[src/hw/rtl/tla_sqrt.sv]
// ----------------------------------------------------------------------------
// tla_sqrt
// Digit-by-digit integer square root, one result bit per cycle.
// ----------------------------------------------------------------------------
module tla_sqrt (
   input  logic        clock,
   input  logic        reset,
   input  logic        start,
   input  logic [63:0] radicand,
   output logic [31:0] root,
   output logic        done
);
   logic [63:0] v_ff, v_in;
   logic [33:0] r_ff, r_in;
   logic [31:0] q_ff, q_in;
   logic [4:0]  cnt_ff, cnt_in;
   logic        busy_ff, busy_in, done_ff, done_in;
   logic [35:0] trial, tval;

   always_comb begin
      v_in = v_ff; r_in = r_ff; q_in = q_ff; cnt_in = cnt_ff;
      busy_in = busy_ff; done_in = 1'b0;
      trial = {r_ff, v_ff[63:62]};
      tval  = {2'b00, q_ff, 2'b01};
      if (start) begin
         v_in = radicand; r_in = '0; q_in = '0; cnt_in = '0; busy_in = 1'b1;
      end else if (busy_ff) begin
         v_in = {v_ff[61:0], 2'b00};
         if (trial >= tval) begin
            r_in = 34'(trial - tval);
            q_in = {q_ff[30:0], 1'b1};
         end else begin
            r_in = trial[33:0];
            q_in = {q_ff[30:0], 1'b0};
         end
         cnt_in = cnt_ff + 5'd1;
         if (cnt_ff == 5'd31) begin
            busy_in = 1'b0; done_in = 1'b1;
         end
      end
   end

   always_ff @(posedge clock) begin
      v_ff <= v_in; r_ff <= r_in; q_ff <= q_in; cnt_ff <= cnt_in;
      if (reset) begin
         busy_ff <= 1'b0; done_ff <= 1'b0;
      end else begin
         busy_ff <= busy_in; done_ff <= done_in;
      end
   end

   assign root = q_ff;
   assign done = done_ff;
endmodule

[config.mk]
export PLATFORM = sky130hd
export DESIGN_NAME = tla_sqrt
export DESIGN_NICKNAME = d
export VERILOG_FILES = /design/src/hw/rtl/tla_sqrt.sv
export SDC_FILE = /design/constraint.sdc
export NUM_CORES = 1
export LEC_CHECK = 0
export BUFFER_PORTS_ARGS = -buffer_cell sky130_fd_sc_hd__buf_2
export CAP_MARGIN = 20
export CORE_MARGIN = 3
export CORE_UTILIZATION = 45
export CTS_CLUSTER_DIAMETER = 30
export DETAILED_ROUTE_END_ITERATION = 6
export PLACE_DENSITY = 0.73
export SKIP_CTS_REPAIR_TIMING = 1
export SYNTH_ARGS = -nofsm -noshare
export SYNTH_HDL_FRONTEND = slang
export SYNTH_SLANG_ARGS = --single-unit
[constraint.sdc]
create_clock -name clock -period 5.1 [get_ports clock]
set_input_delay 1.275 -clock clock [delete_from_list [all_inputs] [get_ports clock]]
set_output_delay 1.275 -clock clock [all_outputs]
set_load 0.03 [all_outputs]
==> results.md <==
* Critical Path RT at about 5400 ps
* Number of synthesized flops with an enable pin at 64
* Clock skew at 9.03 ps
* Post-synthesis mux area share at 0.164
* Setup_tns at 0 ps
* Minimum clock period at about 3200 ps
* Design Power at 4.93 mW
* Post-DRT Antenna Nets at 0
* Crit Path Max Fanout at 22
* Adder-cell share of the synthesized area at 0.0596
* Synth unique cells at 65
* Hold Vio Cnt, Final at 0
* Hold EP: r_ff[20]
* Reg2Reg Setup Slack at 1860 ps
* Starting density of the core at 0.467
* Status: complete, no violations
* P_leak at 3.63 nW
* Vias/cell at ~5.4
* Largest net degree at the start of global routing at 77
* Area share of the largest cell type after synthesis at 0.254
* Nets at slightly above 900
* H-tree level count at 4
* Top-count cell post-synth: nor2_1
* Clock insertion delay at the later pin of the skew report at ~420 ps
* Register-to-Register Path Depth at 12
* Final period util at 0.635
* Fmax at 309 MHz
* Worst path cell trace: inv_1 > ha_1 > a21o_1 > a221oi_2 > a2bb2oi_2 > and3_2 > a21oi_2 > nor3_4 > buf_4 > and2_1 > a31oi_1 > a211oi_1
* CTS root buf: clkbuf_16
* Crit path launch type: register
* CTS clock-pin slew for the worst setup and hold paths at about 60 ps
* Hold Path Depth at 2
* Num Clock Sinks at roughly 140
* Tightest Hold Check Type: reg2reg
* Slowest cell on the critical path: nor3_4
* Yosys reg bits at approximately 140
* Setup violators final at 0
* Delay of the slowest cell on the worst path at roughly 470 ps
* Initial antenna violation count at 0
* Kind of end point of the critical path: register
* I/O Buffers at approximately 100
* Vias in the first global route at ~5.4k
* Die height at approximately 140 µm
* Area contributors post-synth: edfxtp_1, dfxtp_1, mux2_2
* Synth area leader: edfxtp_1
* Slew Viols, Final at 0
* Dpl ws at about 1900 ps
* Simple-Gate Fraction of Synth Area at 0.115
* Cell Rows at between 40 and 50
* Synth Area in XOR/XNOR at 0.0325
* Global route overflow at 0
* P per Cell Area at between 500 and 600 nW/µm²
* CTS Buf Count at 17
* Post-Route Utilization at 0.546
* Mapped Cells at about 730
* Synth Warn # at 0
* Drt drc at 0
* DPL Wire Length at 11,000 µm
* CTS Buffer Depth at 2
* Global-route wire length before repair at about 26,000 µm
* Critical R2R Capture: r_ff[4]
* Max-Slew Margin vs Limit at 0.382
* Synth Flop Type: dfxtp_1
* Synth Area in Compound Gates at 0.137
* Syn-to-layout area delta at 16.8%
* Register area share after synthesis at 0.448
* ANT cells at 0
* Routed WL per cell at between 15 and 20 µm
* Min-delay src: r_ff[20]
* CP Launch Point: root[5]
* Post-synthesis cell area at between 7000 and 8000 µm²
* Setup Crit Path Kind: reg2reg
* Iter 0 DRT Violations at approximately 340
* GRT Util Overall at 0.173
* Gp weighted congestion at 0.869
* # IOs at 100
* Commonest cells post-synth: nor2_1, dfxtp_1, mux2_2, edfxtp_1, mux2i_1
* Routed vias at approximately 5.6k
* Final cell count without fillers at 1,049
* RSZ-0062 raised after global routing: false
* Post-synthesis net count at 836
* Max cap viols at 0
* DP Cell Count at a little over 1k
* Critical Path AT at around 3600 ps
* Worst r2r src: root[5]
* Die area at approximately 18,000 µm²
* Asr flop ratio synth at 0
* Syn avg cell area at 10.3 µm²
* TritonCTS clock tree: done
* Die extent in x at between 100 and 150 µm
* Post-Route WL at approximately 16,000 µm
* Slew of the pin with the lowest slew margin at about 930 ps
* Fraction of layout cells with a size suffix above 1 at 0.258
* Core Region at roughly 16,000 µm²
* Largest family of logic cells by synthesized area: multiplexers
* DR pass1 iterations at 4
* Layout filler cell count at around 1.4k
* Final WS setup at 1860 ps
* Worst vdd ir at 0.000365 V
-- critical path, delay by kind of cell, from the launching register on --
family,cells,cell delay (ps)
compound gates,6,1140
simple gates,3,860
buf+inv,2,410
flops,1,380
fa+ha+maj,1,360
-- where the power goes --
| part | internal [mW] | switching (mW) |
|---|---|---|
| clock | 0.770 | 0.474 |
| combinational | 1.02 | 1.27 |
| sequential | 1.30 | 0.0980 |
-- state kept, by name, summed over array words and instances (netlist names) --
register,cells
v_ff,64
r_ff,34
root,32
cnt_ff,5
busy_ff,1
done,1
-- cell type report --
| cell class | instances | area [µm²] | area share |
|---|---|---|---|
| inverter | 46 | 173 | 0.0196 |
| clock inverter | 13 | 169 | 0.0191 |
| tap | 216 | 270 | 0.0306 |
| clock buffer | 18 | 429 | 0.0486 |
| timing repair buffer | 105 | 543 | 0.0615 |
| sequential | 137 | 3390 | 0.384 |
| multi-input combinational | 514 | 3850 | 0.437 |
-- worst max-delay path by stage --
| stage | endpoint | slack (ps) | depth (start not counted) |
|---|---|---|---|
| floorplan | v_ff[0] | 1810 | 4 |
| global placement | r_ff[4] | 1950 | 12 |
| detailed placement | r_ff[4] | 1900 | 12 |
| CTS | r_ff[4] | 1860 | 12 |
| global route | r_ff[4] | 1630 | 12 |
| finish | r_ff[4] | 1860 | 12 |
-- logic make-up after synthesis --
group,Yosys count
xor gates and xnor gates,28
DFF,137
adders and majority gates,36
AOI/OAI and AO/OA,149
and+or+nand+nor,186
muxes,115
buffers and inverters,82
-- metrics by stage --
stage	instance area [µm²]	hold slack, ps
after detailed placement	8230	494
after global placement	8230	480
after CTS	8820	504
final	8820	505
after global routing	8820	518
after floorplan	7550	467
-- cells in the final DEF, fill, tap and decap left out, drive strengths merged, types with 3 or more instances in the layout --
cell type and instances:
o31ai 4, a21oi 41, ha 36, o21ai 17, nor4 3, a41oi 3
bufinv 3, nand4 3, edfxtp 64, nand3 10, a311oi 3, clkinv 4
a31oi 5, a211oi 32, or3 6, nand2 29, mux2i 48, mux2 67
a221oi 3, and3 13, nor2b 6, xnor2 15, nor3 7, dfxtp 73
a21o 12, inv 49, buf 105, xor2 13, o21bai 5, nand2b 3
and2 7, nor2 92, clkinvlp 3, clkbuf 18, o21a 4
-- layer usage --
metal	global-route usage	part of all wire	vias to the layer above	wire (µm)
li1	-	-	2838	-
met1	0.245	0.50	2677	7900
met2	0.265	0.46	99	7270
met3	0.0301	0.029	20	462
met4	0.0689	0.019	0	305
met5	0	0	-	0
Note: power is estimated with default switching activity, not from simulation.
