File: src/hw/rtl/tla_pkg.sv
// ----------------------------------------------------------------------------
// tla_pkg
// Shared types, constants and the arctangent table of the lead-aim controller.
// ----------------------------------------------------------------------------
package tla_pkg;

   localparam int CordicIters = 16;

   localparam logic signed [20:0] PI_Q16      = 21'sd205887;
   localparam logic signed [20:0] HALF_PI_Q16 = 21'sd102944;
   localparam logic signed [36:0] CORDIC_K    = 37'sd652032874;
   localparam logic signed [35:0] VEL_LIMIT   = 36'sd4294901760;

   // register indexes
   localparam logic [2:0] REG_TURRET_X  = 3'd0;
   localparam logic [2:0] REG_TURRET_Y  = 3'd1;
   localparam logic [2:0] REG_SPEED     = 3'd2;
   localparam logic [2:0] REG_STEP      = 3'd3;
   localparam logic [2:0] REG_MAX_ANGLE = 3'd4;
   localparam logic [2:0] REG_MIN_ANGLE = 3'd5;
   localparam logic [2:0] REG_MAX_RANGE = 3'd6;
   localparam logic [2:0] REG_COOLDOWN  = 3'd7;

   typedef enum logic {
      MODE_VECTOR = 1'b0,
      MODE_ROTATE = 1'b1
   } cordic_mode_type;

   typedef enum logic [16:0] {
      ST_IDLE  = 17'b00000000000000001,
      ST_SQX   = 17'b00000000000000010,
      ST_SQY   = 17'b00000000000000100,
      ST_SQSUM = 17'b00000000000001000,
      ST_SQRT  = 17'b00000000000010000,
      ST_LMUL  = 17'b00000000000100000,
      ST_LDIVS = 17'b00000000001000000,
      ST_LDIV  = 17'b00000000010000000,
      ST_ATANS = 17'b00000000100000000,
      ST_ATAN  = 17'b00000001000000000,
      ST_SLEW  = 17'b00000010000000000,
      ST_TRIGS = 17'b00000100000000000,
      ST_TRIG  = 17'b00001000000000000,
      ST_VELX  = 17'b00010000000000000,
      ST_VELY  = 17'b00100000000000000,
      ST_VELE  = 17'b01000000000000000,
      ST_OUT   = 17'b10000000000000000
   } state_type;

   function automatic logic signed [20:0] atan_lut(input logic [3:0] idx);
      logic signed [20:0] v;
      case (idx)
         4'd0:    v = 21'sd51472;
         4'd1:    v = 21'sd30386;
         4'd2:    v = 21'sd16055;
         4'd3:    v = 21'sd8150;
         4'd4:    v = 21'sd4091;
         4'd5:    v = 21'sd2047;
         4'd6:    v = 21'sd1024;
         4'd7:    v = 21'sd512;
         4'd8:    v = 21'sd256;
         4'd9:    v = 21'sd128;
         4'd10:   v = 21'sd64;
         4'd11:   v = 21'sd32;
         4'd12:   v = 21'sd16;
         4'd13:   v = 21'sd8;
         4'd14:   v = 21'sd4;
         4'd15:   v = 21'sd2;
         default: v = 21'sd0;
      endcase
      return v;
   endfunction

endpackage

File: src/hw/rtl/tla_cordic.sv
// ----------------------------------------------------------------------------
// tla_cordic
// Iterative CORDIC, one micro-rotation per cycle, vectoring or rotation mode.
// ----------------------------------------------------------------------------
module tla_cordic (
   input  logic                     clock,
   input  logic                     reset,
   input  logic                     start,
   input  tla_pkg::cordic_mode_type mode,
   input  logic signed [36:0]       x0,
   input  logic signed [36:0]       y0,
   input  logic signed [20:0]       z0,
   output logic signed [36:0]       x,
   output logic signed [36:0]       y,
   output logic signed [20:0]       z,
   output logic                     done
);
   logic signed [36:0] x_ff, x_in, y_ff, y_in, xs, ys;
   logic signed [20:0] z_ff, z_in, at;
   logic [3:0]         cnt_ff, cnt_in;
   tla_pkg::cordic_mode_type mode_ff, mode_in;
   logic busy_ff, busy_in, done_ff, done_in, up;

   always_comb begin
      x_in = x_ff; y_in = y_ff; z_in = z_ff; cnt_in = cnt_ff; mode_in = mode_ff;
      busy_in = busy_ff; done_in = 1'b0;
      xs = x_ff >>> cnt_ff;
      ys = y_ff >>> cnt_ff;
      at = tla_pkg::atan_lut(cnt_ff);
      up = (mode_ff == tla_pkg::MODE_VECTOR) ? (y_ff > 0) : (z_ff >= 0);
      if (start) begin
         x_in = x0; y_in = y0; z_in = z0; mode_in = mode; cnt_in = '0; busy_in = 1'b1;
      end else if (busy_ff) begin
         if (mode_ff == tla_pkg::MODE_VECTOR) begin
            if (up) begin
               x_in = x_ff + ys; y_in = y_ff - xs; z_in = z_ff + at;
            end else begin
               x_in = x_ff - ys; y_in = y_ff + xs; z_in = z_ff - at;
            end
         end else begin
            if (up) begin
               x_in = x_ff - ys; y_in = y_ff + xs; z_in = z_ff - at;
            end else begin
               x_in = x_ff + ys; y_in = y_ff - xs; z_in = z_ff + at;
            end
         end
         cnt_in = cnt_ff + 4'd1;
         if (cnt_ff == 4'd15) begin
            busy_in = 1'b0; done_in = 1'b1;
         end
      end
   end

   always_ff @(posedge clock) begin
      x_ff <= x_in; y_ff <= y_in; z_ff <= z_in; cnt_ff <= cnt_in; mode_ff <= mode_in;
      if (reset) begin
         busy_ff <= 1'b0; done_ff <= 1'b0;
      end else begin
         busy_ff <= busy_in; done_ff <= done_in;
      end
   end

   assign x = x_ff;
   assign y = y_ff;
   assign z = z_ff;
   assign done = done_ff;
endmodule

File: config.mk
export PLATFORM = sky130hd
export DESIGN_NAME = tla_cordic
export DESIGN_NICKNAME = d
export VERILOG_FILES = /design/src/hw/rtl/tla_pkg.sv /design/src/hw/rtl/tla_cordic.sv
export SDC_FILE = /design/constraint.sdc
export NUM_CORES = 1
export LEC_CHECK = 0
export BUFFER_PORTS_ARGS = -buffer_cell sky130_fd_sc_hd__buf_2
export CAP_MARGIN = 20
export CELL_PAD_IN_SITES_DETAIL_PLACEMENT = 1
export CELL_PAD_IN_SITES_GLOBAL_PLACEMENT = 1
export CORE_MARGIN = 2
export CORE_UTILIZATION = 45
export CTS_CLUSTER_DIAMETER = 50
export DETAILED_ROUTE_END_ITERATION = 6
export PLACE_DENSITY_LB_ADDON = 0.1
export SETUP_SLACK_MARGIN = 0.05
export SYNTH_ARGS = -nofsm -noshare
export SYNTH_HDL_FRONTEND = slang
export SYNTH_SLANG_ARGS = --single-unit
File: constraint.sdc
create_clock -name clock -period 11.1 [get_ports clock]
set_input_delay 0.555 -clock clock [delete_from_list [all_inputs] [get_ports clock]]
set_output_delay 0.555 -clock clock [all_outputs]
set_load 0.05 [all_outputs]
==> impl_metrics.tcl <==
set metrics [dict create \
    cts-root-buf "clkbuf_16" \
    grt.total_usage 0.323 \
    synth-xor-area-share 0.0465 \
    num_io_pins 195 \
    via_count 18300 \
    seqCellArea_sq_mm 0.00333 \
    r2r_cells 17 \
    async_flop_share 0 \
    core_area_sq_mm 0.0406 \
    whs_path_depth 2 \
    crit_type "reg2reg" \
    synth-adder-area-share 0.139 \
    grt_start_max_net_pins 105 \
    cp-start-kind "flip-flop" \
    viasPerCell 6.13 \
    holdWs_ns 0.220 \
    cp.arrival_ns 6.40 \
    multi_input_area_sq_mm 0.0137 \
    synth.net_count 2659 \
    synth_common_cells "247 x nand2_1, 220 x a21oi_1, 217 x o21ai_0" \
    outcome "finished clean" \
    cts_tree "yes" \
    die-area_sq_mm 0.0426 \
    path_clk_slew_ns 0.07 \
    nFillCells 5097 \
    synth_edf_count 96 \
    area_growth_pct 8.65 \
    layout-drive-gt1-share 0.174 \
    die_w_um 206 \
    place_congestion 0.936 \
    placementRows 74 \
    grt_pass1_vias 18400 \
    wl_per_cell_um 23.1 \
    grt_overflow 0 \
    worst_slew_pin_slew_ns 0.936 \
    synth_area_leaders "edfxtp_1 16%, ha_1 13%, a21oi_1 6.0%" \
    synth_area_leader_cell "edfxtp_1" \
    hpwl_um 53300 \
    portBuffers 194 \
    synthDistinctLibCells 100 \
    fin_nets 2736 \
    grt_pass1_wl_um 106000 \
    synth_cells 2358 \
    min_period_ns 6.15 \
    finClkSkew_ns 0.0209 \
    synth.avg_cell_area_sq_um 7.82 \
    synth-seq-cells 118 \
    cts_hold_buffers 0 \
    wl_um 68800 \
    synth_area_sq_mm 0.0184 \
    synth_flop_cell "edfxtp_1" \
    seq_area_frac_synth 0.180 \
    rsz0062_at_grt "false" \
    post-route-drc-count 0 \
    required_ns 11.35 \
    dr.first_iter.drc_count 1299 \
    setup_tns_ns 0 \
    synth_top_area_frac 0.156 \
    cts-htree-levels 4 \
    relSlewSlack 0.376 \
    synth_top_family_by_area "compound AO/OA/AOI/OAI gates" \
    cts_buffers 17 \
    postCtsSetupRepairBufs 0 \
    antenna_found_initial 1 \
    synth_most_common_cell "nand2_1" \
    ant_nets 0 \
    finalHoldViolCount 0 \
    synth_mux_area_frac 0.118 \
    report.final.slew_viol_count 0 \
    cts_buffer_depth 2 \
    fmax_ghz 0.163 \
    synth_compound_area_frac 0.259 \
    drv_cap 0 \
    fin_crit_sh 0.554 \
    yosys_warnings 0 \
    rrSetupSlack_ns 4.95 \
    die_h_um 206 \
    cts_resized 0 \
    first_pass_iters 5 \
    worstPathMaxFanout 68 \
    initial_core_util 0.454 \
    min_path_type "in2reg" \
    crit_path_end_kind "flip-flop" \
    final-setup-viol-count 0 \
    clkLatencyLatePin_ns 0.51 \
    numClockSinks 118 \
    yosys.area_share.simple 0.178 \
]
## sequential cells by signal, indices dropped and copies added (netlist names)
signal   cells
busy_ff      1
y           37
done         1
cnt_ff       4
z           21
x           37
mode_ff      1
at          16
## cell usage in the layout, fill, tap and decap left out, drive strengths merged, types with 16 or more instances in the layout
master,instances
nand2,247
o21ai,228
a21oi,223
buf,207
ha,196
inv,186
nor2,170
edfxtp,96
xnor2,78
mux2,63
mux2i,59
nor3,58
a21o,44
mux4,39
nand3,35
nor2b,31
or2,30
o31ai,30
o21bai,29
a211oi,29
o21a,24
nor4,23
dfxtp,22
a31oi,21
clkbuf,21
xor2,20
o211ai,19
nand2b,17
nand4,16
## stage by stage
stage | setup WS, ns | util | cells | cell area [sq um]
after floorplan | 6.04 | - | 2358 | 18400
after global placement | 5.25 | 0.478 | 2947 | 19400
after detailed placement | 5.03 | 0.478 | 2947 | 19400
after CTS | 4.91 | 0.493 | 2979 | 20000
after global routing | 4.58 | 0.493 | 2980 | 20000
final | 4.95 | 0.493 | 2981 | 20000
## worst max-delay path, cell delays in order, from the launching register on
cell and delay [ns]:
dfxtp_4 0.97, inv_1 0.52, buf_8 0.31, mux4_2 0.42, o21ai_0 0.33, ha_1 0.25, inv_1 0.07, fa_1 0.42
a21o_1 0.21, and4_1 0.21, o311ai_1 0.40, a31oi_1 0.31, a31oi_1 0.53, o211ai_1 0.21, a21oi_1 0.19, a21oi_1 0.08
xnor2_1 0.18, mux2_2 0.26
## final cells by class
cell class	count	share of cell area
diodes	1	0.000125
clock buffers	21	0.0246
clock inverters	11	0.00418
inverters	180	0.0337
multi-input cells	1911	0.684
flip-flops and latches	118	0.166
well taps	532	0.0332
repair buffers	207	0.0540
## per-layer routing
metal,routed length [um],vias to the layer above,global-route usage
li1,-,8660,-
met3,3720,102,0.0555
met2,33200,542,0.551
met5,11,-,0
met1,30100,8963,0.410
met4,1850,2,0.107
## worst paths after layout
path | start | to
hold reg to reg | busy_ff$_SDFF_PP0_ | done$_SDFF_PP0_
setup / recovery | cnt_ff[0]$_SDFFE_PP0P_ | y[32]$_DFFE_PP_
hold / removal | reset | busy_ff$_SDFF_PP0_
setup reg to reg | cnt_ff[0]$_SDFFE_PP0P_ | y[32]$_DFFE_PP_
## kinds of logic after synthesis
kind of cell / Yosys count
AOI/OAI and AO/OA: 753
xor gates and xnor gates: 98
adders and majority gates: 202
buffers and inverters: 329
DFF: 118
muxes: 161
and+or+nand+nor: 697
Power is left out: the tool's default activity adds up to more than one toggle a clock period on the data nets, which glitch-free logic cannot reach.
