**src/hw/rtl/tla_div.sv**
```systemverilog
// ----------------------------------------------------------------------------
// tla_div
// Restoring divider: 47-bit dividend by 16-bit divisor, low 32 quotient bits
// one per cycle, with a flag for quotients of 2^32 or more.
// ----------------------------------------------------------------------------
module tla_div (
   input  logic        clock,
   input  logic        reset,
   input  logic        start,
   input  logic [46:0] dividend,
   input  logic [15:0] divisor,
   output logic [31:0] quot,
   output logic        big,
   output logic        done
);
   logic [15:0] d_ff, d_in, rem_ff, rem_in;
   logic [31:0] q_ff, q_in;
   logic [4:0]  cnt_ff, cnt_in;
   logic        big_ff, big_in, busy_ff, busy_in, done_ff, done_in;
   logic [16:0] trial;

   always_comb begin
      d_in = d_ff; rem_in = rem_ff; q_in = q_ff; cnt_in = cnt_ff; big_in = big_ff;
      busy_in = busy_ff; done_in = 1'b0;
      trial = {rem_ff, q_ff[31]};
      if (start) begin
         d_in   = divisor;
         big_in = ({1'b0, dividend[46:32]} >= divisor);
         rem_in = big_in ? 16'd0 : {1'b0, dividend[46:32]};
         q_in   = dividend[31:0];
         cnt_in = '0; busy_in = 1'b1;
      end else if (busy_ff) begin
         if (trial >= {1'b0, d_ff}) begin
            rem_in = 16'(trial - {1'b0, d_ff});
            q_in   = {q_ff[30:0], 1'b1};
         end else begin
            rem_in = trial[15:0];
            q_in   = {q_ff[30:0], 1'b0};
         end
         cnt_in = cnt_ff + 5'd1;
         if (cnt_ff == 5'd31) begin
            busy_in = 1'b0; done_in = 1'b1;
         end
      end
   end

   always_ff @(posedge clock) begin
      d_ff <= d_in; rem_ff <= rem_in; q_ff <= q_in; cnt_ff <= cnt_in; big_ff <= big_in;
      if (reset) begin
         busy_ff <= 1'b0; done_ff <= 1'b0;
      end else begin
         busy_ff <= busy_in; done_ff <= done_in;
      end
   end

   assign quot = q_ff;
   assign big  = big_ff;
   assign done = done_ff;
endmodule

```
**config.mk**
```make
export PLATFORM = sky130hd
export DESIGN_NAME = tla_div
export DESIGN_NICKNAME = d
export VERILOG_FILES = /design/src/hw/rtl/tla_div.sv
export SDC_FILE = /design/constraint.sdc
export NUM_CORES = 1
export LEC_CHECK = 0
export BUFFER_PORTS_ARGS = -buffer_cell sky130_fd_sc_hd__buf_2
export CAP_MARGIN = 20
export CORE_UTILIZATION = 43
export DETAILED_ROUTE_END_ITERATION = 8
export HOLD_SLACK_MARGIN = 0.15
export PLACE_DENSITY = 0.69
export SLEW_MARGIN = 5
export SYNTH_ARGS = -nofsm -noshare
export SYNTH_HDL_FRONTEND = slang
export SYNTH_SLANG_ARGS = --single-unit
export TNS_END_PERCENT = 100
```
**constraint.sdc**
```tcl
create_clock -name clock -period 2.2 [get_ports clock]
set_input_delay 0.22 -clock clock [delete_from_list [all_inputs] [get_ports clock]]
set_output_delay 0.22 -clock clock [all_outputs]
set_load 0.01 [all_outputs]
```
==> insert_results.sql, run 1 <==
INSERT INTO impl_metrics (metric_group, metric, value, unit) VALUES
('logic_synthesis', 'post-synth-top-area-cell', 'sky130_fd_sc_hd__edfxtp_1', ''),
('hold_path', 'hold_crit_class', 'input port to flop', ''),
('run_status', 'violations', 'setup timing', ''),
('layout', 'layoutNonFillerInstCount', '682', ''),
('power', 'power_leakage', '2.70', 'nW'),
('hold_path', 'hp-start', 'dividend[11]', ''),
('logic_synthesis', 'most_numerous_cell_in_the_yosys_netlist', 'sky130_fd_sc_hd__edfxtp_1', ''),
('placed_design', 'io_buffers', '99', ''),
('setup_path', 'critPathCaptureType', 'flop', ''),
('run_status', 'run_status', 'complete, but fails checks', ''),
('placed_design', 'dp_hpwl', '7.68', 'mm'),
('drt', 'route.vias.total', '3505', ''),
('clock_network', 'clkSinkCount', '72', ''),
('setup_path', 'worst-setup-path-type', 'flop to flop', ''),
('logic_synthesis', 'part_of_the_yosys_area_used_for_sequential_elements', '48.5', '%'),
('timing', 'slew_violations', '0', ''),
('logic_synthesis', 'synth.distinct_cells', '62', ''),
('logic_synthesis', 'postSynthCellCount', '354', ''),
('die', 'pin_count', '100', ''),
('global_route', 'pin_count_of_the_biggest_net_entering_global_routing', '32', ''),
('power', 'pwr_density_cell', '884', 'mW/mm²'),
('layout', 'multiInputGateArea', '0.00225', 'mm²'),
('power', 'vdd.ir_drop.worst', '377', 'µV'),
('global_route', 'initial_antenna_violation_count', '0', ''),
('setup_path', 'cp_top_family', 'compound AO/OA/AOI/OAI gates', ''),
('die', 'die_w', '102', 'µm'),
('drt', 'drt.antenna.violating_nets', '0', ''),
('drt', 'avgViaCountPerCell', '5.14', ''),
('setup_path', 'reg2reg_slack', '-0.36', 'ns'),
('setup_path', 'critical_path.cell_chain', 'inv_2, ha_4, inv_2, fa_2, a21o_1, a221oi_4, nand2b_1, nand2_1, xnor2_1, nor3_1, a211o_1', ''),
('logic_synthesis', 'async_s_r_ff_share_synth', '0', '%'),
('run', 'maxCapViolCount', '0', ''),
('setup_path', 'timing.critical_path.arrival', '2.68', 'ns'),
('clock_network', 'htreeDepth', '3', ''),
('logic_synthesis', 'synth.area.top_cells', 'sky130_fd_sc_hd__edfxtp_1, sky130_fd_sc_hd__ha_1, sky130_fd_sc_hd__mux2_2', ''),
('timing', 'unrepaired_setup_endpoints_after_global_routing', 'yes', ''),
('logic_synthesis', 'number_of_enable_flip_flop_cells_after_synthesis', '65', ''),
('hold_path', 'min_to', 'quot[11]$_DFFE_PP_', ''),
('placed_design', 'gp_congestion', '0.870', ''),
('timing', 'tightestPinTransition', '0.462', 'ns'),
('layout', 'n_antenna_cell', '0', ''),
('timing', 'post-route-worst-setup-slack', '-0.356', 'ns'),
('layout', 'fillers', '786', ''),
('timing', 'finalCriticalPeriod', '2.56', 'ns'),
('die', 'fp.dieArea', '0.0104', 'mm²'),
('timing', 'fin_crit_sh', '116', '%'),
('logic_synthesis', 'synthesized_area_per_cell', '12.2', 'µm²'),
('clock_network', 'clock_path_buffers', '2', ''),
('logic_synthesis', 'ys.warnings.count', '0', ''),
('drt', 'drt_iter0_markers', '97', ''),
('timing', 'fmaxAchievable', '0.391', 'GHz'),
('layout', 'seq_area', '0.00209', 'mm²'),
('logic_synthesis', 'postSynthRegisterBits', '72', ''),
('drt', 'wl_per_cell', '16.1', 'µm'),
('layout', 'area_growth_syn_to_layout', '43.1', '%'),
('setup_path', 'crit_slowest_cell', 'sky130_fd_sc_hd__edfxtp_1', ''),
('setup_path', 'critical_path.startpoint', 'quot[31]$_DFFE_PP_', ''),
('timing', 'final-setup-viol-count', '12', ''),
('global_route', 'grt_util_all_layers', '21.2', '%'),
('timing', 'clock_skew', '0.0125', 'ns'),
('logic_synthesis', 'post-synth-top-area-fraction', '45.3', '%'),
('drt', 'drt_pre_antenna_iters', '6', ''),
('clock_network', 'numCtsBuffers', '9', ''),
('drt', 'remaining_drc_errors', '0', ''),
('setup_path', 'crit_top_cell', 'sky130_fd_sc_hd__inv_2', ''),
('drt', 'postRouteWirelength', '11.0', 'mm'),
('placed_design', 'placedCellCount', '627', ''),
('clock_network', 'cts_tree', 'built', ''),
('setup_path', 'crit-reg2reg-launch', 'quot[31]$_DFFE_PP_', ''),
('logic_synthesis', 'mappedNetlistNets', '454', ''),
('clock_network', 'root_buffer', 'sky130_fd_sc_hd__clkbuf_8', '');
[repair_timing]
item / in CTS / in global routing
buffers inserted: 5 / 4
hold endpoints to repair: 26 / 4
pin swaps: 21 / 13
resized for setup: 34 / 18
endpoints found under the setup margin: 16 / 17
gates cloned: 1 / 0
hold buffers: 25 / 4
[sequential cells by signal, summed over array words and instances, names as in the netlist]
signal	flops
big	1
busy_ff	1
cnt_ff	5
d_ff	16
done	1
quot	32
rem_ff	16
[layout make-up]
cell class              instances  area share (%)
multi-input cells             230            36.5
repair buffers                192            21.5
clock buffers                   9            2.01
flip-flops and latches         72            33.9
clock inverters                 7           0.994
inverters                      39            2.37
well taps                     133            2.70
[cell usage in the layout (no fill, tap or decap), drive strengths merged, types with 2 or more instances in the layout]
master / n
or2: 2
xnor2: 9
nand4: 4
o221ai: 2
ha: 33
and3: 3
o21bai: 3
buf: 163
a221oi: 2
a211o: 2
a21oi: 20
clkbuf: 9
dlygate4sd3: 29
o31ai: 2
inv: 43
nor2: 11
clkinvlp: 2
mux2i: 12
a2111oi: 2
mux2: 32
o21ai: 14
nand2b: 6
a32oi: 2
nor3: 4
o2bb2ai: 6
nand3: 7
nand3b: 3
o21a: 2
edfxtp: 65
nand2: 15
xor2: 7
dfxtp: 7
a21o: 7
a211oi: 3
nor2b: 2
[worst register-to-register path: cells and delay by family, from the launching register on]
kind | cells | cell delay (ns)
AOI/OAI and AO/OA | 3 | 0.84
adders and majority gates | 2 | 0.48
DFF | 1 | 0.43
buffers and inverters | 2 | 0.13
and+or+nand+nor | 3 | 0.30
xor gates and xnor gates | 1 | 0.15
[power by group]
group	internal [mW]	total (mW)	switching, mW
Clock	0.431	1.03	0.599
Sequential	1.75	1.89	0.138
Combinational	1.34	2.54	1.19
[how the worst max path moves through the flow]
stage	end	depth (start not counted)	slack [ns]
final	rem_ff[10]$_DFFE_PP_	11	-0.36
after global routing	rem_ff[10]$_DFFE_PP_	11	-0.44
after CTS	rem_ff[12]$_DFFE_PP_	11	-0.25
after detailed placement	rem_ff[14]$_DFFE_PP_	11	-0.37
after global placement	rem_ff[10]$_DFFE_PP_	11	-0.27
after floorplan	rem_ff[10]$_DFFE_PP_	11	-0.21
[logic make-up after synthesis]
family          share of synthesized area [%]
xor+xnor                                 3.25
flops                                    48.5
buf+inv                                  5.60
simple gates                             9.20
mux                                      11.1
fa+ha+maj                                10.0
compound gates                           12.2
[stage by stage]
step | setup WS [ns] | hold WS [ns] | instance area [µm²] | util (%) | power (mW)
2_1_floorplan | -0.212 | 0.292 | 4310 | - | 3.16
3_3_place_gp | -0.274 | 0.399 | 5320 | 54.7 | 3.86
3_5_place_dp | -0.373 | 0.415 | 5320 | 54.7 | 3.92
4_1_cts | -0.248 | 0.151 | 6000 | 61.7 | 5.28
5_1_grt | -0.444 | 0.148 | 6170 | 63.4 | 5.77
6_report | -0.356 | 0.166 | 6170 | 63.4 | 5.45
[routing by layer]
layer	vias to the layer above	GRT usage [%]	share of wire, %
li1	1690	-	-
met1	1680	25.3	44
met2	112	36.1	48
met3	23	5.06	5.5
met4	0	9.89	2.7
met5	-	0	0
Power figures use the tool's default switching activity.
==> run 2: changes to the inputs <==
- BUFFER_PORTS_ARGS: -buffer_cell sky130_fd_sc_hd__buf_2 -> not set
- DONT_BUFFER_PORTS: not set -> 1
- PLACE_DENSITY: 0.69 -> not set
==> run 2 against run 1 <==
The run still ends with setup timing left. Clock skew is 0.0042 ns lower. Clock power is 17% higher. First-iteration DRC count is 52% higher. Die area stayed put. Wire length is 6.2% higher. Critical path depth stayed put. Worst hold slack better by 0.014 ns. Flip-flop and latch count stayed put. Worst setup slack better by 0.055 ns. Global-route usage is 2.2 points higher. Critical endpoint is now rem_ff[12]$_DFFE_PP_. Via count is 4.1% lower.
==> insert_results.sql, run 2 (synthesis gave the netlist of run 1 again) <==
INSERT INTO impl_metrics (metric_group, metric, value, unit) VALUES
('global_route', 'grt_util_met1', '28.1', '%'),
('setup_path', 'critPathMaxFanout', '4', ''),
('setup_path', 'critical_r2r_capture', 'rem_ff[12]$_DFFE_PP_', ''),
('power', 'vdd.ir_drop.worst', '441', 'µV'),
('die', 'pin_count', '100', ''),
('layout', 'layout.cells.most_common_list', 'sky130_fd_sc_hd__dlygate4sd3_1, sky130_fd_sc_hd__edfxtp_1, sky130_fd_sc_hd__buf_4, sky130_fd_sc_hd__inv_1, sky130_fd_sc_hd__mux2_2', ''),
('hold_path', 'min_to', 'rem_ff[6]$_DFFE_PP_', ''),
('layout', 'layoutNonFillerInstCount', '642', ''),
('clock_network', 'numCtsBuffers', '9', ''),
('drt', 'avgViaCountPerCell', '5.24', ''),
('global_route', 'via_count_of_the_first_global_routing_pass', '3607', ''),
('drt', 'remaining_drc_errors', '0', ''),
('setup_path', 'timing.critical_path.arrival', '2.61', 'ns'),
('clock_network', 'cts_clock_pin_slew_for_the_worst_setup_and_hold_paths', '0.08', 'ns'),
('die', 'die_height', '102', 'µm'),
('layout', 'drive_gt1_share', '31.6', '%'),
('die', 'row_count', '36', ''),
('placed_design', 'place_worst_setup_slack', '-0.387', 'ns'),
('timing', 'fmaxAchievable', '0.400', 'GHz'),
('setup_path', 'crit-reg2reg-launch', 'quot[31]$_DFFE_PP_', ''),
('drt', 'drt_pre_antenna_iters', '4', ''),
('timing', 'clock_skew', '0.00825', 'ns'),
('hold_path', 'hold_crit_class', 'input port to flop', ''),
('placed_design', 'dpl-instance-area', '0.00473', 'mm²'),
('drt', 'drt_iter0_markers', '147', ''),
('drt', 'postRouteWirelength', '11.7', 'mm'),
('setup_path', 'worst-setup-path-type', 'flop to flop', ''),
('run_status', 'run_status', 'complete, but fails checks', ''),
('global_route', 'met3_usage', '5.61', '%'),
('clock_network', 'htreeDepth', '3', ''),
('die', 'fp.dieArea', '0.0104', 'mm²'),
('power', 'p_total', '5.66', 'mW'),
('layout', 'finalInstanceArea', '0.00632', 'mm²'),
('timing', 'worst_slew_margin_rel', '66.2', '%'),
('global_route', 'global_route.peak_usage_layer', 'met2', ''),
('run', 'maxCapViolCount', '0', ''),
('placed_design', 'placedCellCount', '519', ''),
('timing', 'slew_violations', '0', ''),
('global_route', 'grt_util_all_layers', '23.4', '%'),
('setup_path', 'reg2reg_slack', '-0.30', 'ns'),
('power', 'power_leakage', '2.58', 'nW'),
('global_route', 'initial_antenna_violation_count', '0', ''),
('timing', 'fin_crit_sh', '114', '%'),
('setup_path', 'critPathCaptureType', 'flop', ''),
('global_route', 'grt_pass1_wl', '18.2', 'mm'),
('clock_network', 'clkSinkCount', '72', ''),
('timing', 'tightestPinTransition', '0.495', 'ns'),
('layout', 'final_common_cell', 'sky130_fd_sc_hd__dlygate4sd3_1', ''),
('placed_design', 'dp_hpwl', '6.72', 'mm'),
('drt', 'wl_per_cell', '18.2', 'µm'),
('die', 'floorplan.core_area', '0.00973', 'mm²'),
('layout', 'fillers', '755', ''),
('clock_network', 'clock_path_buffers', '2', ''),
('setup_path', 'critPathRequiredTime', '2.31', 'ns'),
('placed_design', 'gp_congestion', '0.815', ''),
('clock_network', 'clock_insertion_delay_worst_skew', '0.36', 'ns'),
('global_route', 'met2_track_usage_gr', '39.9', '%'),
('hold_path', 'cell_count_of_the_worst_hold_path', '2', ''),
('global_route', 'grt_overflow', '0', ''),
('run_status', 'violations', 'setup timing', ''),
('timing', 'unrepaired_setup_endpoints_after_global_routing', 'yes', ''),
('timing', 'final-setup-viol-count', '15', ''),
('global_route', 'pin_count_of_the_biggest_net_entering_global_routing', '45', ''),
('timing', 'finalHoldViolations', '0', ''),
('die', 'floorplan.initialDensity', '44.3', '%'),
('layout', 'n_antenna_cell', '0', ''),
('drt', 'drt.antenna.violating_nets', '0', ''),
('hold_path', 'hp-start', 'start', ''),
('setup_path', 'critical_path.startpoint_type', 'flop', ''),
('layout', 'area_growth_syn_to_layout', '46.6', '%'),
('setup_path', 'r2r_cells', '11', ''),
('placed_design', 'io_buffers', '0', ''),
('die', 'die_w', '102', 'µm'),
('drt', 'route.vias.total', '3361', ''),
('clock_network', 'cts_tree', 'built', ''),
('timing', 'whs', '0.180', 'ns'),
('clock_network', 'root_buffer', 'sky130_fd_sc_hd__clkbuf_8', ''),
('layout', 'largest_register_ffs', '32', ''),
('timing', 'finalCriticalPeriod', '2.50', 'ns'),
('layout', 'nNetsFinal', '604', ''),
('power', 'pwr_density_cell', '895', 'mW/mm²'),
('timing', 'post-route-worst-setup-slack', '-0.301', 'ns');
## run 2: cell types whose count changed in the layout (fill, tap and decap cells not counted), sizes merged
cell	before	now
buf	163	55
dlygate4sd3	29	97
inv	43	40
bufinv	0	2
clkinv	1	3
clkinvlp	2	1
## run 2: per-stage QoR
step           utilization (%)  setup TNS, ns
6_report                  65.0          -1.63
5_1_grt                   65.0          -3.12
4_1_cts                   64.0          -1.03
3_5_place_dp              48.7          -2.55
3_3_place_gp              48.7          -1.65
2_1_floorplan                -         -0.626
## run 2: layout make-up
cell class	count	area [µm²]	share of cell area, %
multi-input cells	230	2280	36.0
flip-flops and latches	72	2090	33.1
repair buffers	152	1420	22.5
well taps	133	166	2.63
inverters	39	146	2.32
clock buffers	9	124	1.96
clock inverters	7	93.8	1.48
## run 2: where the power goes
| group | internal (mW) | switching (mW) |
|---|---|---|
| logic | 1.38 | 1.15 |
| registers | 1.75 | 0.182 |
| clock network | 0.639 | 0.562 |
## run 2: repair_timing
action                                  4_1_cts  5_1_grt
hold buffers                                 98        0
endpoints found under the setup margin       17       17
pin swaps                                    18       17
setup buffers                                 6        5
endpoints found under the hold margin        88        0
resized for setup                            40       13
## run 2: how the worst max path moves through the flow
stage | from | endpoint | slack, ns
after floorplan | quot[31]$_DFFE_PP_ | rem_ff[10]$_DFFE_PP_ | -0.21
after global placement | quot[31]$_DFFE_PP_ | rem_ff[14]$_DFFE_PP_ | -0.27
after detailed placement | quot[31]$_DFFE_PP_ | rem_ff[14]$_DFFE_PP_ | -0.39
after CTS | quot[31]$_DFFE_PP_ | rem_ff[10]$_DFFE_PP_ | -0.24
after global routing | quot[31]$_DFFE_PP_ | rem_ff[12]$_DFFE_PP_ | -0.45
final | quot[31]$_DFFE_PP_ | rem_ff[12]$_DFFE_PP_ | -0.30
## run 2: per-layer routing
metal | share of wire (%) | up-vias | wire (µm)
met5 | 0 | - | 0
met4 | 2.5 | 0 | 294
met3 | 6.0 | 21 | 706
met2 | 51 | 103 | 5970
met1 | 40 | 1630 | 4720
li1 | - | 1607 | -
## run 2: worst max-delay path, stage by stage (launching register included)
cell and delay (ns):
sky130_fd_sc_hd__edfxtp_1 0.41, sky130_fd_sc_hd__inv_2 0.10, sky130_fd_sc_hd__ha_4 0.14, sky130_fd_sc_hd__inv_2 0.03
sky130_fd_sc_hd__fa_2 0.33, sky130_fd_sc_hd__a21o_1 0.20, sky130_fd_sc_hd__a221oi_4 0.35, sky130_fd_sc_hd__o221ai_1 0.18
sky130_fd_sc_hd__a21oi_2 0.17, sky130_fd_sc_hd__xnor2_1 0.08, sky130_fd_sc_hd__mux2i_1 0.16, sky130_fd_sc_hd__o2bb2ai_1 0.10
==> run 3: changes to the inputs <==
- REMOVE_ABC_BUFFERS: not set -> 1
- SETUP_SLACK_MARGIN: not set -> 0.2
- SLEW_MARGIN: 5 -> 0
==> run 3 against run 2 <==
The run still ends with setup timing left. Cell area up 1.4%. Die area stayed put. First-iteration DRC count down 39%. Worst setup slack got worse by 0.017 ns. Sequential share of layout area decreased by 0.47 points. Worst hold slack gained 0.010 ns. Critical path type unchanged. Largest power group unchanged.
==> insert_results.sql, run 3 (synthesis gave the netlist of run 1 again) <==
INSERT INTO impl_metrics (metric_group, metric, value, unit) VALUES
('placed_design', 'dp_hpwl', '6.24', 'mm'),
('run_status', 'violations', 'setup timing', ''),
('setup_path', 'critPathCaptureType', 'flop', ''),
('timing', 'final-setup-viol-count', '15', ''),
('run', 'maxCapViolCount', '0', ''),
('clock_network', 'clkSinkCount', '72', ''),
('timing', 'sum_of_negative_setup_slack', '-1.96', 'ns'),
('layout', 'final_common_cell', 'sky130_fd_sc_hd__dlygate4sd3_1', ''),
('die', 'floorplan.core_area', '0.00973', 'mm²'),
('setup_path', 'critPathRequiredTime', '2.31', 'ns'),
('layout', 'multiInputGateArea', '0.00227', 'mm²'),
('die', 'floorplan.initialDensity', '44.3', '%'),
('timing', 'worst_slew_margin_rel', '77.1', '%'),
('power', 'p_total', '5.88', 'mW'),
('layout', 'area_growth_syn_to_layout', '48.7', '%'),
('drt', 'postRouteWirelength', '10.7', 'mm'),
('setup_path', 'largest_stage_delay_on_the_critical_path', '0.41', 'ns'),
('timing', 'fin_crit_sh', '114', '%'),
('global_route', 'grt_pass1_wl', '16.6', 'mm'),
('timing', 'tightestPinTransition', '0.334', 'ns'),
('layout', 'largest_register_ffs', '32', ''),
('drt', 'drt_pre_antenna_iters', '4', ''),
('timing', 'whs', '0.190', 'ns'),
('clock_network', 'cts_clock_pin_slew_for_the_worst_setup_and_hold_paths', '0.08', 'ns'),
('run_status', 'run_status', 'complete, but fails checks', ''),
('setup_path', 'cp_num_buf_inv', '3', ''),
('setup_path', 'critical_path.cell_chain', 'inv_2, ha_4, inv_2, fa_2, a21o_1, a221oi_2, buf_4, nand2b_4, nand2_4, xnor2_2, nor3_1, a211o_1', ''),
('clock_network', 'htreeDepth', '3', ''),
('timing', 'post-route-worst-setup-slack', '-0.318', 'ns'),
('layout', 'layout.cells.most_common_list', 'sky130_fd_sc_hd__dlygate4sd3_1, sky130_fd_sc_hd__edfxtp_1, sky130_fd_sc_hd__buf_4, sky130_fd_sc_hd__inv_1, sky130_fd_sc_hd__mux2_2', ''),
('timing', 'clock_skew', '0.0128', 'ns'),
('global_route', 'grt_util_all_layers', '21.2', '%'),
('drt', 'route.vias.total', '3368', ''),
('clock_network', 'clock_path_buffers', '2', ''),
('power', 'pwr_density_cell', '918', 'mW/mm²'),
('drt', 'wl_per_cell', '16.5', 'µm'),
('setup_path', 'crit_top_cell', 'sky130_fd_sc_hd__inv_2', ''),
('hold_path', 'hold_crit_class', 'input port to flop', ''),
('layout', 'fillers', '767', ''),
('layout', 'n_antenna_cell', '0', ''),
('die', 'die_w', '102', 'µm'),
('clock_network', 'numCtsBuffers', '9', ''),
('placed_design', 'io_buffers', '0', ''),
('setup_path', 'critical_path.startpoint_type', 'flop', ''),
('clock_network', 'clock_insertion_delay_worst_skew', '0.36', 'ns'),
('clock_network', 'cts_tree', 'built', ''),
('drt', 'drt.antenna.violating_nets', '0', ''),
('timing', 'fmaxAchievable', '0.397', 'GHz'),
('layout', 'drive_gt1_share', '32.4', '%'),
('die', 'die_height', '102', 'µm'),
('layout', 'nNetsFinal', '608', ''),
('timing', 'finalHoldViolations', '0', ''),
('drt', 'drt_iter0_markers', '90', ''),
('drt', 'remaining_drc_errors', '0', ''),
('global_route', 'pin_count_of_the_biggest_net_entering_global_routing', '48', ''),
('clock_network', 'root_buffer', 'sky130_fd_sc_hd__clkbuf_8', ''),
('power', 'power_leakage', '2.64', 'nW'),
('die', 'fp.dieArea', '0.0104', 'mm²'),
('global_route', 'via_count_of_the_first_global_routing_pass', '3411', ''),
('die', 'row_count', '36', ''),
('timing', 'finalCriticalPeriod', '2.52', 'ns'),
('placed_design', 'gp_congestion', '0.814', ''),
('global_route', 'grt_overflow', '0', ''),
('global_route', 'initial_antenna_violation_count', '0', ''),
('setup_path', 'timing.critical_path.arrival', '2.63', 'ns'),
('setup_path', 'crit_slowest_cell', 'sky130_fd_sc_hd__edfxtp_1', ''),
('layout', 'utilization', '65.9', '%'),
('timing', 'slew_violations', '0', ''),
('setup_path', 'cp_top_family', 'compound AO/OA/AOI/OAI gates', ''),
('layout', 'seq_area', '0.00209', 'mm²'),
('drt', 'avgViaCountPerCell', '5.21', ''),
('setup_path', 'critPathMaxFanout', '4', ''),
('timing', 'unrepaired_setup_endpoints_after_global_routing', 'yes', ''),
('power', 'vdd.ir_drop.worst', '552', 'µV'),
('die', 'pin_count', '100', ''),
('setup_path', 'worst-setup-path-type', 'flop to flop', '');
run 3: cell count changes in the layout (fill, tap and decap cells not counted), moves of 2 or more:
cell	change
sky130_fd_sc_hd__o21ai_1	+3
sky130_fd_sc_hd__a21oi_2	-4
sky130_fd_sc_hd__a21oi_4	+4
sky130_fd_sc_hd__o21ai_2	-3
sky130_fd_sc_hd__dlygate4sd3_1	-3
sky130_fd_sc_hd__buf_4	-5
sky130_fd_sc_hd__buf_6	+11
sky130_fd_sc_hd__nand2_1	-2
run 3: report_power, final:
group | internal, mW | total [mW] | switching (mW)
clock network | 0.760 | 1.30 | 0.538
logic | 1.50 | 2.66 | 1.17
registers | 1.75 | 1.92 | 0.172
run 3: what timing repair did:
action / 4_1_cts / 5_1_grt
gates resized for setup: 32 / 34
buffers inserted: 13 / 7
pin swaps: 17 / 25
setup endpoints to repair: 17 / 17
gates cloned: 1 / 0
hold buffers: 95 / 0
endpoints found under the hold margin: 88 / 0
run 3: layer usage:
metal  GRT usage (%)  vias to the layer above  share of wire [%]
li1                -                     1618                  -
met3            6.02                       28                5.3
met5               0                        -                  0
met1            25.8                     1615                 43
met4            8.46                        0                2.8
met2            35.3                      107                 49
run 3: path summary, 6_finish.rpt:
| check | slack, ns | to | start | cells past startpoint |
|---|---|---|---|---|
| worst min-delay path | 0.19 | rem_ff[13]$_DFFE_PP_ | start | 3 |
| worst min register to register | 0.66 | rem_ff[15]$_SDFFCE_PP0P_ | rem_ff[14]$_DFFE_PP_ | 2 |
| worst max register to register | -0.32 | rem_ff[10]$_DFFE_PP_ | quot[31]$_DFFE_PP_ | 12 |
| worst max-delay path | -0.32 | rem_ff[10]$_DFFE_PP_ | quot[31]$_DFFE_PP_ | 12 |
run 3: area by class of cell:
| type | count | share of cell area (%) |
|---|---|---|
| flip-flops and latches | 72 | 32.6 |
| repair buffers | 156 | 23.3 |
| clock inverters | 6 | 1.80 |
| well taps | 133 | 2.60 |
| multi-input cells | 230 | 35.4 |
| inverters | 39 | 2.28 |
| clock buffers | 10 | 1.99 |
run 3: tightest hold or removal path, cell delays in order:
cell	delay, ns
sky130_fd_sc_hd__nor2b_1	0.09
sky130_fd_sc_hd__a32oi_1	0.06
sky130_fd_sc_hd__o31ai_1	0.06
run 3: per-stage QoR:
step | area (µm²) | cells | setup slack, ns
after floorplan | 4220 | 341 | -0.331
after CTS | 6180 | 639 | -0.263
after global routing | 6410 | 646 | -0.459
after detailed placement | 4710 | 514 | -0.327
after global placement | 4710 | 514 | -0.270
final | 6410 | 646 | -0.318
